File: src/pfs_pkg.sv
`timescale 1ns / 1ps

package pfs_pkg;

    localparam int POS_W   = 24;
    localparam int DIFF_W  = POS_W + 1;
    localparam int MAG_W   = POS_W;
    localparam int ACC_W   = 2 * MAG_W + 1;
    localparam int D2_W    = ACC_W + 1;
    localparam int ROOT_W  = D2_W / 2;
    localparam int SREM_W  = ROOT_W + 1;
    localparam int SPEED_W = 17;
    localparam int SCALE_W = ROOT_W + SPEED_W;
    localparam int FRAC_W  = 16;
    localparam int QUO_W   = SCALE_W - FRAC_W;
    localparam int CNT_W   = 6;

    localparam logic [SPEED_W-1:0] SPEED_ONE    = 17'h10000;
    localparam logic [ACC_W-1:0]   ONE_PIXEL_SQ = 49'd65536;
    localparam logic [ROOT_W-1:0]  ONE_PIXEL    = 25'd256;
    localparam logic [POS_W-1:0]   POS_MAX      = {1'b0, {(POS_W-1){1'b1}}};
    localparam logic [POS_W-1:0]   POS_MIN      = {1'b1, {(POS_W-1){1'b0}}};

    typedef enum logic [1:0] {
        OP_TICK     = 2'd0,
        OP_JUMP     = 2'd1,
        OP_SHIFT    = 2'd2,
        OP_RETARGET = 2'd3
    } op_t;

    typedef enum logic [1:0] {
        ST_IDLE,
        ST_TICK,
        ST_PUBLISH
    } ctl_state_t;

    typedef enum logic [3:0] {
        TK_IDLE,
        TK_SQUARE,
        TK_CHECK,
        TK_ROOT,
        TK_SCALE,
        TK_FRAME,
        TK_MUL,
        TK_DIV,
        TK_APPLY
    } tick_state_t;

endpackage

File: src/pfs_tick.sv
`timescale 1ns / 1ps

module pfs_tick import pfs_pkg::*; #(
    parameter int FRAME_RATE = 60
) (
    input  logic                    clk,
    input  logic                    rst_n,
    input  logic                    start,
    input  logic signed [POS_W-1:0] cur_x,
    input  logic signed [POS_W-1:0] cur_y,
    input  logic signed [POS_W-1:0] goal_x,
    input  logic signed [POS_W-1:0] goal_y,
    input  logic [SPEED_W-1:0]      speed,
    output logic                    done,
    output logic signed [POS_W-1:0] new_x,
    output logic signed [POS_W-1:0] new_y
);

    localparam int FR_W = $clog2(FRAME_RATE) + 1;
    localparam logic [FR_W:0] FR_DIV = (FR_W + 1)'(FRAME_RATE);

    tick_state_t state_reg, state_next;

    logic [CNT_W-1:0]   cnt_reg, cnt_next;
    logic               sgn_x_reg, sgn_x_next, sgn_y_reg, sgn_y_next;
    logic [MAG_W-1:0]   mag_x_reg, mag_x_next, mag_y_reg, mag_y_next;
    logic [MAG_W-1:0]   msh_x_reg, msh_x_next, msh_y_reg, msh_y_next;
    logic [ACC_W-1:0]   acc_x_reg, acc_x_next, acc_y_reg, acc_y_next;
    logic [ROOT_W-1:0]  rem_x_reg, rem_x_next, rem_y_reg, rem_y_next;
    logic [D2_W-1:0]    d2_reg, d2_next;
    logic [SREM_W-1:0]  srem_reg, srem_next;
    logic [ROOT_W-1:0]  root_reg, root_next;
    logic [SPEED_W-1:0] spd_reg, spd_next;
    logic [SCALE_W-1:0] scale_reg, scale_next;
    logic [QUO_W-1:0]   fq_reg, fq_next;
    logic [FR_W-1:0]    frem_reg, frem_next;
    logic [ROOT_W-1:0]  v_reg, v_next;
    logic               snap_reg, snap_next;
    logic               done_reg, done_next;
    logic [POS_W-1:0]   res_x_reg, res_x_next, res_y_reg, res_y_next;

    logic [DIFF_W-1:0]  dx, dy, abs_x, abs_y;
    logic [ROOT_W-1:0]  mult_x, mult_y;
    logic [ACC_W-1:0]   acc_add_x, acc_add_y, d2_sum;
    logic [SREM_W+1:0]  root_t, root_try, root_diff;
    logic               root_ge;
    logic [SCALE_W-1:0] scale_sum;
    logic [FR_W:0]      fr_t, fr_diff;
    logic               fr_ge;
    logic [QUO_W-1:0]   fq_shift;
    logic [ROOT_W-1:0]  v_calc;
    logic [ROOT_W:0]    div_den, div_t_x, div_t_y, div_diff_x, div_diff_y;
    logic               div_ge_x, div_ge_y;
    logic [DIFF_W-1:0]  step_x, step_y, sum_x, sum_y;

    assign dx    = {goal_x[POS_W-1], goal_x} - {cur_x[POS_W-1], cur_x};
    assign dy    = {goal_y[POS_W-1], goal_y} - {cur_y[POS_W-1], cur_y};
    assign abs_x = dx[DIFF_W-1] ? -dx : dx;
    assign abs_y = dy[DIFF_W-1] ? -dy : dy;

    assign mult_x    = (state_reg == TK_MUL) ? v_reg : {1'b0, mag_x_reg};
    assign mult_y    = (state_reg == TK_MUL) ? v_reg : {1'b0, mag_y_reg};
    assign acc_add_x = {acc_x_reg[ACC_W-2:0], 1'b0}
                     + (msh_x_reg[MAG_W-1] ? ACC_W'(mult_x) : '0);
    assign acc_add_y = {acc_y_reg[ACC_W-2:0], 1'b0}
                     + (msh_y_reg[MAG_W-1] ? ACC_W'(mult_y) : '0);
    assign d2_sum    = acc_x_reg + acc_y_reg;

    assign root_t    = {srem_reg, d2_reg[D2_W-1 -: 2]};
    assign root_try  = {1'b0, root_reg, 2'b01};
    assign root_ge   = root_t >= root_try;
    assign root_diff = root_t - root_try;

    assign scale_sum = {scale_reg[SCALE_W-2:0], 1'b0}
                     + (spd_reg[SPEED_W-1] ? SCALE_W'(root_reg) : '0);

    assign fr_t     = {frem_reg, fq_reg[QUO_W-1]};
    assign fr_ge    = fr_t >= FR_DIV;
    assign fr_diff  = fr_t - FR_DIV;
    assign fq_shift = {fq_reg[QUO_W-2:0], fr_ge};
    assign v_calc   = (fq_shift < QUO_W'(ONE_PIXEL)) ? ONE_PIXEL : fq_shift[ROOT_W-1:0];

    assign div_den    = {1'b0, root_reg};
    assign div_t_x    = {rem_x_reg, acc_x_reg[ACC_W-1]};
    assign div_t_y    = {rem_y_reg, acc_y_reg[ACC_W-1]};
    assign div_ge_x   = div_t_x >= div_den;
    assign div_ge_y   = div_t_y >= div_den;
    assign div_diff_x = div_t_x - div_den;
    assign div_diff_y = div_t_y - div_den;

    assign step_x = sgn_x_reg ? -{1'b0, acc_x_reg[MAG_W-1:0]} : {1'b0, acc_x_reg[MAG_W-1:0]};
    assign step_y = sgn_y_reg ? -{1'b0, acc_y_reg[MAG_W-1:0]} : {1'b0, acc_y_reg[MAG_W-1:0]};
    assign sum_x  = {cur_x[POS_W-1], cur_x} + step_x;
    assign sum_y  = {cur_y[POS_W-1], cur_y} + step_y;

    always_comb
    begin
        state_next = state_reg;
        unique case (state_reg)
            TK_IDLE:
            begin
                if (start)
                begin
                    state_next = TK_SQUARE;
                end
            end
            TK_SQUARE:
            begin
                if (cnt_reg == '0)
                begin
                    state_next = TK_CHECK;
                end
            end
            TK_CHECK:
            begin
                state_next = (d2_sum <= ONE_PIXEL_SQ) ? TK_APPLY : TK_ROOT;
            end
            TK_ROOT:
            begin
                if (cnt_reg == '0)
                begin
                    state_next = TK_SCALE;
                end
            end
            TK_SCALE:
            begin
                if (cnt_reg == '0)
                begin
                    state_next = TK_FRAME;
                end
            end
            TK_FRAME:
            begin
                if (cnt_reg == '0)
                begin
                    state_next = TK_MUL;
                end
            end
            TK_MUL:
            begin
                if (cnt_reg == '0)
                begin
                    state_next = TK_DIV;
                end
            end
            TK_DIV:
            begin
                if (cnt_reg == '0)
                begin
                    state_next = TK_APPLY;
                end
            end
            TK_APPLY:
            begin
                state_next = TK_IDLE;
            end
            default:
            begin
                state_next = TK_IDLE;
            end
        endcase
    end

    always_comb
    begin
        cnt_next   = cnt_reg - 1'b1;
        sgn_x_next = sgn_x_reg;
        sgn_y_next = sgn_y_reg;
        mag_x_next = mag_x_reg;
        mag_y_next = mag_y_reg;
        msh_x_next = msh_x_reg;
        msh_y_next = msh_y_reg;
        acc_x_next = acc_x_reg;
        acc_y_next = acc_y_reg;
        rem_x_next = rem_x_reg;
        rem_y_next = rem_y_reg;
        d2_next    = d2_reg;
        srem_next  = srem_reg;
        root_next  = root_reg;
        spd_next   = spd_reg;
        scale_next = scale_reg;
        fq_next    = fq_reg;
        frem_next  = frem_reg;
        v_next     = v_reg;
        snap_next  = snap_reg;
        done_next  = 1'b0;
        res_x_next = res_x_reg;
        res_y_next = res_y_reg;
        unique case (state_reg)
            TK_IDLE:
            begin
                cnt_next   = CNT_W'(MAG_W - 1);
                sgn_x_next = dx[DIFF_W-1];
                sgn_y_next = dy[DIFF_W-1];
                mag_x_next = abs_x[MAG_W-1:0];
                mag_y_next = abs_y[MAG_W-1:0];
                msh_x_next = abs_x[MAG_W-1:0];
                msh_y_next = abs_y[MAG_W-1:0];
                acc_x_next = '0;
                acc_y_next = '0;
            end
            TK_SQUARE:
            begin
                acc_x_next = acc_add_x;
                acc_y_next = acc_add_y;
                msh_x_next = {msh_x_reg[MAG_W-2:0], 1'b0};
                msh_y_next = {msh_y_reg[MAG_W-2:0], 1'b0};
            end
            TK_CHECK:
            begin
                cnt_next  = CNT_W'(ROOT_W - 1);
                snap_next = d2_sum <= ONE_PIXEL_SQ;
                d2_next   = {1'b0, d2_sum};
                srem_next = '0;
                root_next = '0;
                spd_next  = speed;
            end
            TK_ROOT:
            begin
                d2_next   = {d2_reg[D2_W-3:0], 2'b00};
                srem_next = root_ge ? root_diff[SREM_W-1:0] : root_t[SREM_W-1:0];
                root_next = {root_reg[ROOT_W-2:0], root_ge};
                if (cnt_reg == '0)
                begin
                    cnt_next   = CNT_W'(SPEED_W - 1);
                    scale_next = '0;
                end
            end
            TK_SCALE:
            begin
                scale_next = scale_sum;
                spd_next   = {spd_reg[SPEED_W-2:0], 1'b0};
                if (cnt_reg == '0)
                begin
                    cnt_next  = CNT_W'(QUO_W - 1);
                    fq_next   = scale_sum[SCALE_W-1:FRAC_W];
                    frem_next = '0;
                end
            end
            TK_FRAME:
            begin
                frem_next = fr_ge ? fr_diff[FR_W-1:0] : fr_t[FR_W-1:0];
                fq_next   = fq_shift;
                if (cnt_reg == '0)
                begin
                    cnt_next   = CNT_W'(MAG_W - 1);
                    v_next     = v_calc;
                    msh_x_next = mag_x_reg;
                    msh_y_next = mag_y_reg;
                    acc_x_next = '0;
                    acc_y_next = '0;
                end
            end
            TK_MUL:
            begin
                acc_x_next = acc_add_x;
                acc_y_next = acc_add_y;
                msh_x_next = {msh_x_reg[MAG_W-2:0], 1'b0};
                msh_y_next = {msh_y_reg[MAG_W-2:0], 1'b0};
                if (cnt_reg == '0)
                begin
                    cnt_next   = CNT_W'(ACC_W - 1);
                    rem_x_next = '0;
                    rem_y_next = '0;
                end
            end
            TK_DIV:
            begin
                rem_x_next = div_ge_x ? div_diff_x[ROOT_W-1:0] : div_t_x[ROOT_W-1:0];
                rem_y_next = div_ge_y ? div_diff_y[ROOT_W-1:0] : div_t_y[ROOT_W-1:0];
                acc_x_next = {acc_x_reg[ACC_W-2:0], div_ge_x};
                acc_y_next = {acc_y_reg[ACC_W-2:0], div_ge_y};
            end
            TK_APPLY:
            begin
                done_next  = 1'b1;
                res_x_next = snap_reg ? goal_x : sum_x[POS_W-1:0];
                res_y_next = snap_reg ? goal_y : sum_y[POS_W-1:0];
            end
            default:
            begin
                cnt_next = cnt_reg;
            end
        endcase
    end

    always_ff @(posedge clk or negedge rst_n)
    begin
        if (!rst_n)
        begin
            state_reg <= TK_IDLE;
            done_reg  <= 1'b0;
        end
        else
        begin
            state_reg <= state_next;
            done_reg  <= done_next;
        end
    end

    always_ff @(posedge clk)
    begin
        cnt_reg   <= cnt_next;
        sgn_x_reg <= sgn_x_next;
        sgn_y_reg <= sgn_y_next;
        mag_x_reg <= mag_x_next;
        mag_y_reg <= mag_y_next;
        msh_x_reg <= msh_x_next;
        msh_y_reg <= msh_y_next;
        acc_x_reg <= acc_x_next;
        acc_y_reg <= acc_y_next;
        rem_x_reg <= rem_x_next;
        rem_y_reg <= rem_y_next;
        d2_reg    <= d2_next;
        srem_reg  <= srem_next;
        root_reg  <= root_next;
        spd_reg   <= spd_next;
        scale_reg <= scale_next;
        fq_reg    <= fq_next;
        frem_reg  <= frem_next;
        v_reg     <= v_next;
        snap_reg  <= snap_next;
        res_x_reg <= res_x_next;
        res_y_reg <= res_y_next;
    end

    assign done  = done_reg;
    assign new_x = res_x_reg;
    assign new_y = res_y_reg;

endmodule

File: src/pan_follow_step_unit.sv
`timescale 1ns / 1ps

// Follow camera step unit. Jump, shift and retarget requests return the position in the
// cycle after they are accepted. A tick request runs through a bit-serial datapath that
// resolves one bit per cycle: the squares of the axis distances, an integer square root,
// the scale by follow speed, the division by the frame rate, the per-axis product and
// the per-axis division by the distance. A tick whose target lies within one pixel
// snaps to it after the squares. No new request is taken while a tick is in flight;
// a tick may be taken while the previous result still waits at the output.

module pan_follow_step_unit import pfs_pkg::*; #(
    parameter int FRAME_RATE = 60
) (
    input  logic                    clk,
    input  logic                    rst_n,
    input  logic                    in_valid,
    output logic                    in_stall,
    input  logic [1:0]              operation,
    input  logic signed [POS_W-1:0] coord_x,
    input  logic signed [POS_W-1:0] coord_y,
    output logic                    out_valid,
    input  logic                    out_stall,
    output logic signed [POS_W-1:0] pos_x,
    output logic signed [POS_W-1:0] pos_y,
    input  logic                    cfg_valid,
    output logic                    cfg_ready,
    input  logic [SPEED_W-1:0]      cfg_data
);

    ctl_state_t state_reg, state_next;

    logic               out_valid_reg, out_valid_next;
    logic [POS_W-1:0]   pos_x_reg, pos_x_next, pos_y_reg, pos_y_next;
    logic [POS_W-1:0]   cur_x_reg, cur_x_next, cur_y_reg, cur_y_next;
    logic [POS_W-1:0]   goal_x_reg, goal_x_next, goal_y_reg, goal_y_next;
    logic [SPEED_W-1:0] speed_reg, speed_next;

    op_t              op;
    logic             out_free, accept, start_tick, publish, load_out;
    logic [DIFF_W-1:0] shift_x, shift_y;
    logic [POS_W-1:0] sat_x, sat_y;
    logic             tick_done;
    logic signed [POS_W-1:0] tick_x, tick_y;

    assign op       = op_t'(operation);
    assign out_free = !out_valid_reg || !out_stall;

    assign shift_x = {cur_x_reg[POS_W-1], cur_x_reg} + {coord_x[POS_W-1], coord_x};
    assign shift_y = {cur_y_reg[POS_W-1], cur_y_reg} + {coord_y[POS_W-1], coord_y};
    assign sat_x   = (shift_x[DIFF_W-1] != shift_x[POS_W-1])
                   ? (shift_x[DIFF_W-1] ? POS_MIN : POS_MAX) : shift_x[POS_W-1:0];
    assign sat_y   = (shift_y[DIFF_W-1] != shift_y[POS_W-1])
                   ? (shift_y[DIFF_W-1] ? POS_MIN : POS_MAX) : shift_y[POS_W-1:0];

    pfs_tick #(
        .FRAME_RATE (FRAME_RATE)
    ) u_tick (
        .clk    (clk),
        .rst_n  (rst_n),
        .start  (start_tick),
        .cur_x  (cur_x_reg),
        .cur_y  (cur_y_reg),
        .goal_x (goal_x_reg),
        .goal_y (goal_y_reg),
        .speed  (speed_reg),
        .done   (tick_done),
        .new_x  (tick_x),
        .new_y  (tick_y)
    );

    always_comb
    begin
        state_next = state_reg;
        unique case (state_reg)
            ST_IDLE:
            begin
                if (accept && op == OP_TICK)
                begin
                    state_next = ST_TICK;
                end
            end
            ST_TICK:
            begin
                if (tick_done)
                begin
                    state_next = out_free ? ST_IDLE : ST_PUBLISH;
                end
            end
            ST_PUBLISH:
            begin
                if (out_free)
                begin
                    state_next = ST_IDLE;
                end
            end
            default:
            begin
                state_next = ST_IDLE;
            end
        endcase
    end

    always_comb
    begin
        in_stall    = !(state_reg == ST_IDLE && (out_free || op == OP_TICK));
        accept      = in_valid && !in_stall;
        start_tick  = accept && op == OP_TICK;
        publish     = out_free && ((state_reg == ST_TICK && tick_done) ||
                                   state_reg == ST_PUBLISH);
        load_out    = publish || (accept && op != OP_TICK);
        cur_x_next  = cur_x_reg;
        cur_y_next  = cur_y_reg;
        goal_x_next = goal_x_reg;
        goal_y_next = goal_y_reg;
        pos_x_next  = pos_x_reg;
        pos_y_next  = pos_y_reg;
        if (publish)
        begin
            cur_x_next = tick_x;
            cur_y_next = tick_y;
            pos_x_next = tick_x;
            pos_y_next = tick_y;
        end
        else if (accept)
        begin
            unique case (op)
                OP_JUMP:
                begin
                    cur_x_next  = coord_x;
                    cur_y_next  = coord_y;
                    goal_x_next = coord_x;
                    goal_y_next = coord_y;
                    pos_x_next  = coord_x;
                    pos_y_next  = coord_y;
                end
                OP_SHIFT:
                begin
                    cur_x_next  = sat_x;
                    cur_y_next  = sat_y;
                    goal_x_next = sat_x;
                    goal_y_next = sat_y;
                    pos_x_next  = sat_x;
                    pos_y_next  = sat_y;
                end
                OP_RETARGET:
                begin
                    goal_x_next = coord_x;
                    goal_y_next = coord_y;
                    pos_x_next  = cur_x_reg;
                    pos_y_next  = cur_y_reg;
                end
                default:
                begin
                    cur_x_next = cur_x_reg;
                end
            endcase
        end
        if (load_out)
        begin
            out_valid_next = 1'b1;
        end
        else if (!out_stall)
        begin
            out_valid_next = 1'b0;
        end
        else
        begin
            out_valid_next = out_valid_reg;
        end
        speed_next = speed_reg;
        if (cfg_valid)
        begin
            speed_next = (cfg_data > SPEED_ONE) ? SPEED_ONE : cfg_data;
        end
    end

    always_ff @(posedge clk or negedge rst_n)
    begin
        if (!rst_n)
        begin
            state_reg     <= ST_IDLE;
            out_valid_reg <= 1'b0;
            cur_x_reg     <= '0;
            cur_y_reg     <= '0;
            goal_x_reg    <= '0;
            goal_y_reg    <= '0;
            speed_reg     <= SPEED_ONE;
        end
        else
        begin
            state_reg     <= state_next;
            out_valid_reg <= out_valid_next;
            cur_x_reg     <= cur_x_next;
            cur_y_reg     <= cur_y_next;
            goal_x_reg    <= goal_x_next;
            goal_y_reg    <= goal_y_next;
            speed_reg     <= speed_next;
        end
    end

    always_ff @(posedge clk)
    begin
        pos_x_reg <= pos_x_next;
        pos_y_reg <= pos_y_next;
    end

    assign cfg_ready = 1'b1;
    assign out_valid = out_valid_reg;
    assign pos_x     = pos_x_reg;
    assign pos_y     = pos_y_reg;

endmodule

File: config.mk
export PLATFORM = sky130hd
export DESIGN_NAME = pan_follow_step_unit
export DESIGN_NICKNAME = d
export VERILOG_FILES = /design/src/pfs_pkg.sv /design/src/pfs_tick.sv /design/src/pan_follow_step_unit.sv
export SDC_FILE = /design/constraint.sdc
export NUM_CORES = 2
export LEC_CHECK = 0
export BUFFER_PORTS_ARGS = -buffer_cell sky130_fd_sc_hd__buf_2
export CAP_MARGIN = 40
export CORE_MARGIN = 2
export CORE_UTILIZATION = 30
export CTS_CLUSTER_SIZE = 25
export DETAILED_ROUTE_END_ITERATION = 12
export SYNTH_ARGS = -nofsm -noshare
export SYNTH_HDL_FRONTEND = slang
export SYNTH_SLANG_ARGS = --single-unit
File: constraint.sdc
create_clock -name clk -period 13.7 [get_ports clk]
set_input_delay 0 -clock clk [delete_from_list [all_inputs] [get_ports clk]]
set_output_delay 0 -clock clk [all_outputs]
set_load 0.01 [all_outputs]
==> impl_metrics.json <==
{
  "run_status": "finished, final reports clean",
  "cts_resized": 0,
  "clk_latency_ps": 720,
  "yosys.area.top_type_share_pct": 33.9,
  "yosys_warnings": 0,
  "wl_per_cell_um": 20.5,
  "synthFlopType": "edfxtp_1",
  "ys_ff_latch": 687,
  "crit_type": "reg2reg",
  "power_density_nw_per_um2": 219,
  "final_cell_mix": "602 x nand2_1, 566 x edfxtp_1, 497 x o21ai_0, 452 x a21oi_1, 433 x nor2_1",
  "io_buffer_count": 121,
  "h-tree-depth": 3,
  "finalMaxSlewViolations": 0,
  "cts_tree": "yes",
  "postRouteAntennaNets": 0,
  "cts_inserted_buffers": 81,
  "synth.distinct_cells": 96,
  "post-cts-setup-buffers": 0,
  "hpwl_um": 118000,
  "drt-total-wl_um": 162000,
  "drt_iter0_drc": 4469,
  "finalPower_w": 0.0125,
  "hold_violations": 0,
  "nFillCells": 16700,
  "skew_ps": 43.3,
  "crit_arrival_ps": 6270,
  "initial_core_util_pct": 30.3,
  "fin_crit_ps": 5810,
  "die_width_um": 413,
  "clockBufferDepth": 3,
  "core.rowCount": 149,
  "area_growth_pct": 14.2,
  "drcViolationCount": 0,
  "drtPass1Iterations": 7,
  "power_frac_clock_pct": 18.8,
  "p_comb_share_pct": 53.3,
  "grt_pass1_vias": 41500,
  "async_reset_ff_share_pct": 17.6,
  "die_height_um": 413,
  "fp.dieArea_um2": 170000,
  "rsz0062_at_grt": "no",
  "maxCapViolations": 0,
  "gp_congestion": 0.945,
  "critPathCaptureType": "flop",
  "ir_drop_uv": 136,
  "cts_num_sinks": 687,
  "hold_path.class": "in2reg",
  "max_freq_mhz": 172,
  "final_core_util_pct": 34.6,
  "core_area_um2": 165000,
  "synth-seq-area-share_pct": 40.0,
  "p_sw_share_pct": 44.5,
  "antenna_found_initial": 5,
  "relSlewSlack_pct": 38.1,
  "path_clk_slew_ps": 60,
  "synth_edf_count": 566,
  "antenna_cells": 0,
  "synthCells": 5509,
  "grt_usage_pct": 18.5,
  "final_nets": 6068,
  "layout-drive-gt1-share_pct": 7.52,
  "p_sw_w": 0.00557,
  "synth_fp_nets": 5942,
  "grt_first_pass_wirelength_um": 248000,
  "worstPathRequired_ps": 14160,
  "grt_max_degree": 79,
  "gr-total-overflow": 0,
  "routed_via_density": 5.51,
  "ctsHoldBuffers": 103,
  "ys_top_cells_by_area": "edfxtp_1 34%, ha_1 8.7%, dfrtp_1 6.0%",
  "root_buffer": "clkbuf_16",
  "io_pins": 123,
  "tightest_slew_ps": 928,
  "power_frac_seq_pct": 27.9,
  "yosysTopAreaCell": "edfxtp_1",
  "synth_area_per_cell_um2": 9.09,
  "syn_area_um2": 50100,
  "layout_commonest_cell": "nand2_1",
  "p_int_w": 0.00695,
  "fin_crit_sh_pct": 42.4,
  "leakage_nw": 23.2,
  "largest_register_ffs": 50,
  "setup_viol": 0,
  "critical_path.max_fanout": 49,
  "setup_tns_ps": 0,
  "vias": 43500,
  "start_kind": "flop"
}
[cells in the mapped netlist (31+ instances only)]
library cell and number:
mux2i_1 48, nor2_1 443, dfrtp_1 120, clkbuf_1 230, o21ai_0 504, mux2_2 36
a21oi_1 454, xor2_1 139, ha_1 349, nand3_1 127, xnor2_1 246, a22o_1 38
o21bai_1 53, and2_1 57, a21boi_0 66, edfxtp_1 566, or3_1 46, nand2b_1 53
nor3_1 81, inv_1 225, nand2_1 603, a22oi_1 34, o31ai_1 49, a31oi_1 68
and3_1 73, a21o_1 166, o21a_1 59, nor4_1 31, a211oi_1 38, nand4_1 58
nor2b_1 62
[kinds of logic (layout without fill, tap and decap cells)]
group / count (synthesis) / after routing / synth area share [%]
flip-flops: 687 / 687 / 40.0
adder cells (fa/ha/maj): 366 / 366 / 9.30
other: 1 / 1 / 0.00749
buffers and inverters: 476 / 670 / 3.62
multiplexers: 84 / 84 / 1.77
AND/OR/NAND/NOR: 1723 / 1723 / 16.1
AO/OA/AOI/OAI: 1787 / 1787 / 22.5
XOR/XNOR: 385 / 385 / 6.73
[critical path: stages, from the launching register on]
cell      delay [ps]
dfrtp_1          950
nor2b_1          190
nand2_1          130
buf_4            490
nand2_1          130
a21boi_0         200
ha_1             220
fa_1             220
a21oi_1           80
o21bai_1         300
a21oi_1          210
o311ai_1         370
a211oi_1         200
a211oi_1         400
a41o_1           310
o211a_1          390
and4_1           360
a31oi_1          100
o21ai_0          150
o21ai_0          100
[path summary, 6_finish.rpt]
kind,to,start,depth (start not counted),slack [ps]
min reg2reg,state_reg[0],state_reg[1],1,480
min in group asynchronous,cur_x_reg[9],rst_n,4,370
max,u_tick.acc_y_reg[45],u_tick.state_reg[3],19,7890
min,goal_y_reg[17],operation[0],6,140
max reg2reg,u_tick.acc_y_reg[45],u_tick.state_reg[3],19,7890
max in group asynchronous,speed_reg[15],rst_n,5,12220
[per-stage QoR]
stage | cell area (um^2) | setup WS (ps) | cells | hold WS [ps]
after global placement | 53000 | 7930 | 7620 | 146
after global routing | 57200 | 7360 | 7892 | 125
after CTS | 57200 | 8000 | 7892 | 81.2
after detailed placement | 53300 | 8040 | 7638 | -67.1
after floorplan | 50100 | 3850 | 5509 | -296
final | 57200 | 7890 | 7892 | 137
[power groups by stage]
stage               Sequential [W]  Clock, W  Combinational (W)
global route               0.00353   0.00247            0.00731
global placement           0.00351         0            0.00641
finish                     0.00349   0.00235            0.00667
CTS                        0.00347   0.00240            0.00659
floorplan                  0.00321         0            0.00486
detailed placement         0.00350         0            0.00651
[per-layer routing]
| layer | up-vias | track usage (%) | part of all wire [%] |
|---|---|---|---|
| met4 | 6 | 5.35 | 2.7 |
| met5 | - | 0 | 0.024 |
| met1 | 21000 | 25.6 | 45 |
| li1 | 20600 | - | - |
| met3 | 252 | 3.39 | 7.5 |
| met2 | 1616 | 29.2 | 45 |
[area by class of cell]
cell class                      instances  area [um^2]  share of cell area (%)
Clock buffer                          114         2250                    3.94
Timing Repair Buffer                  294         2330                    4.07
Sequential cell                       687        20000                    35.0
Clock inverter                         37          567                   0.991
Inverter                              225          845                    1.48
Tap cell                             2189         2740                    4.79
Multi-Input combinational cell       4346        28400                    49.7
Note: power is estimated with default switching activity, not from simulation.
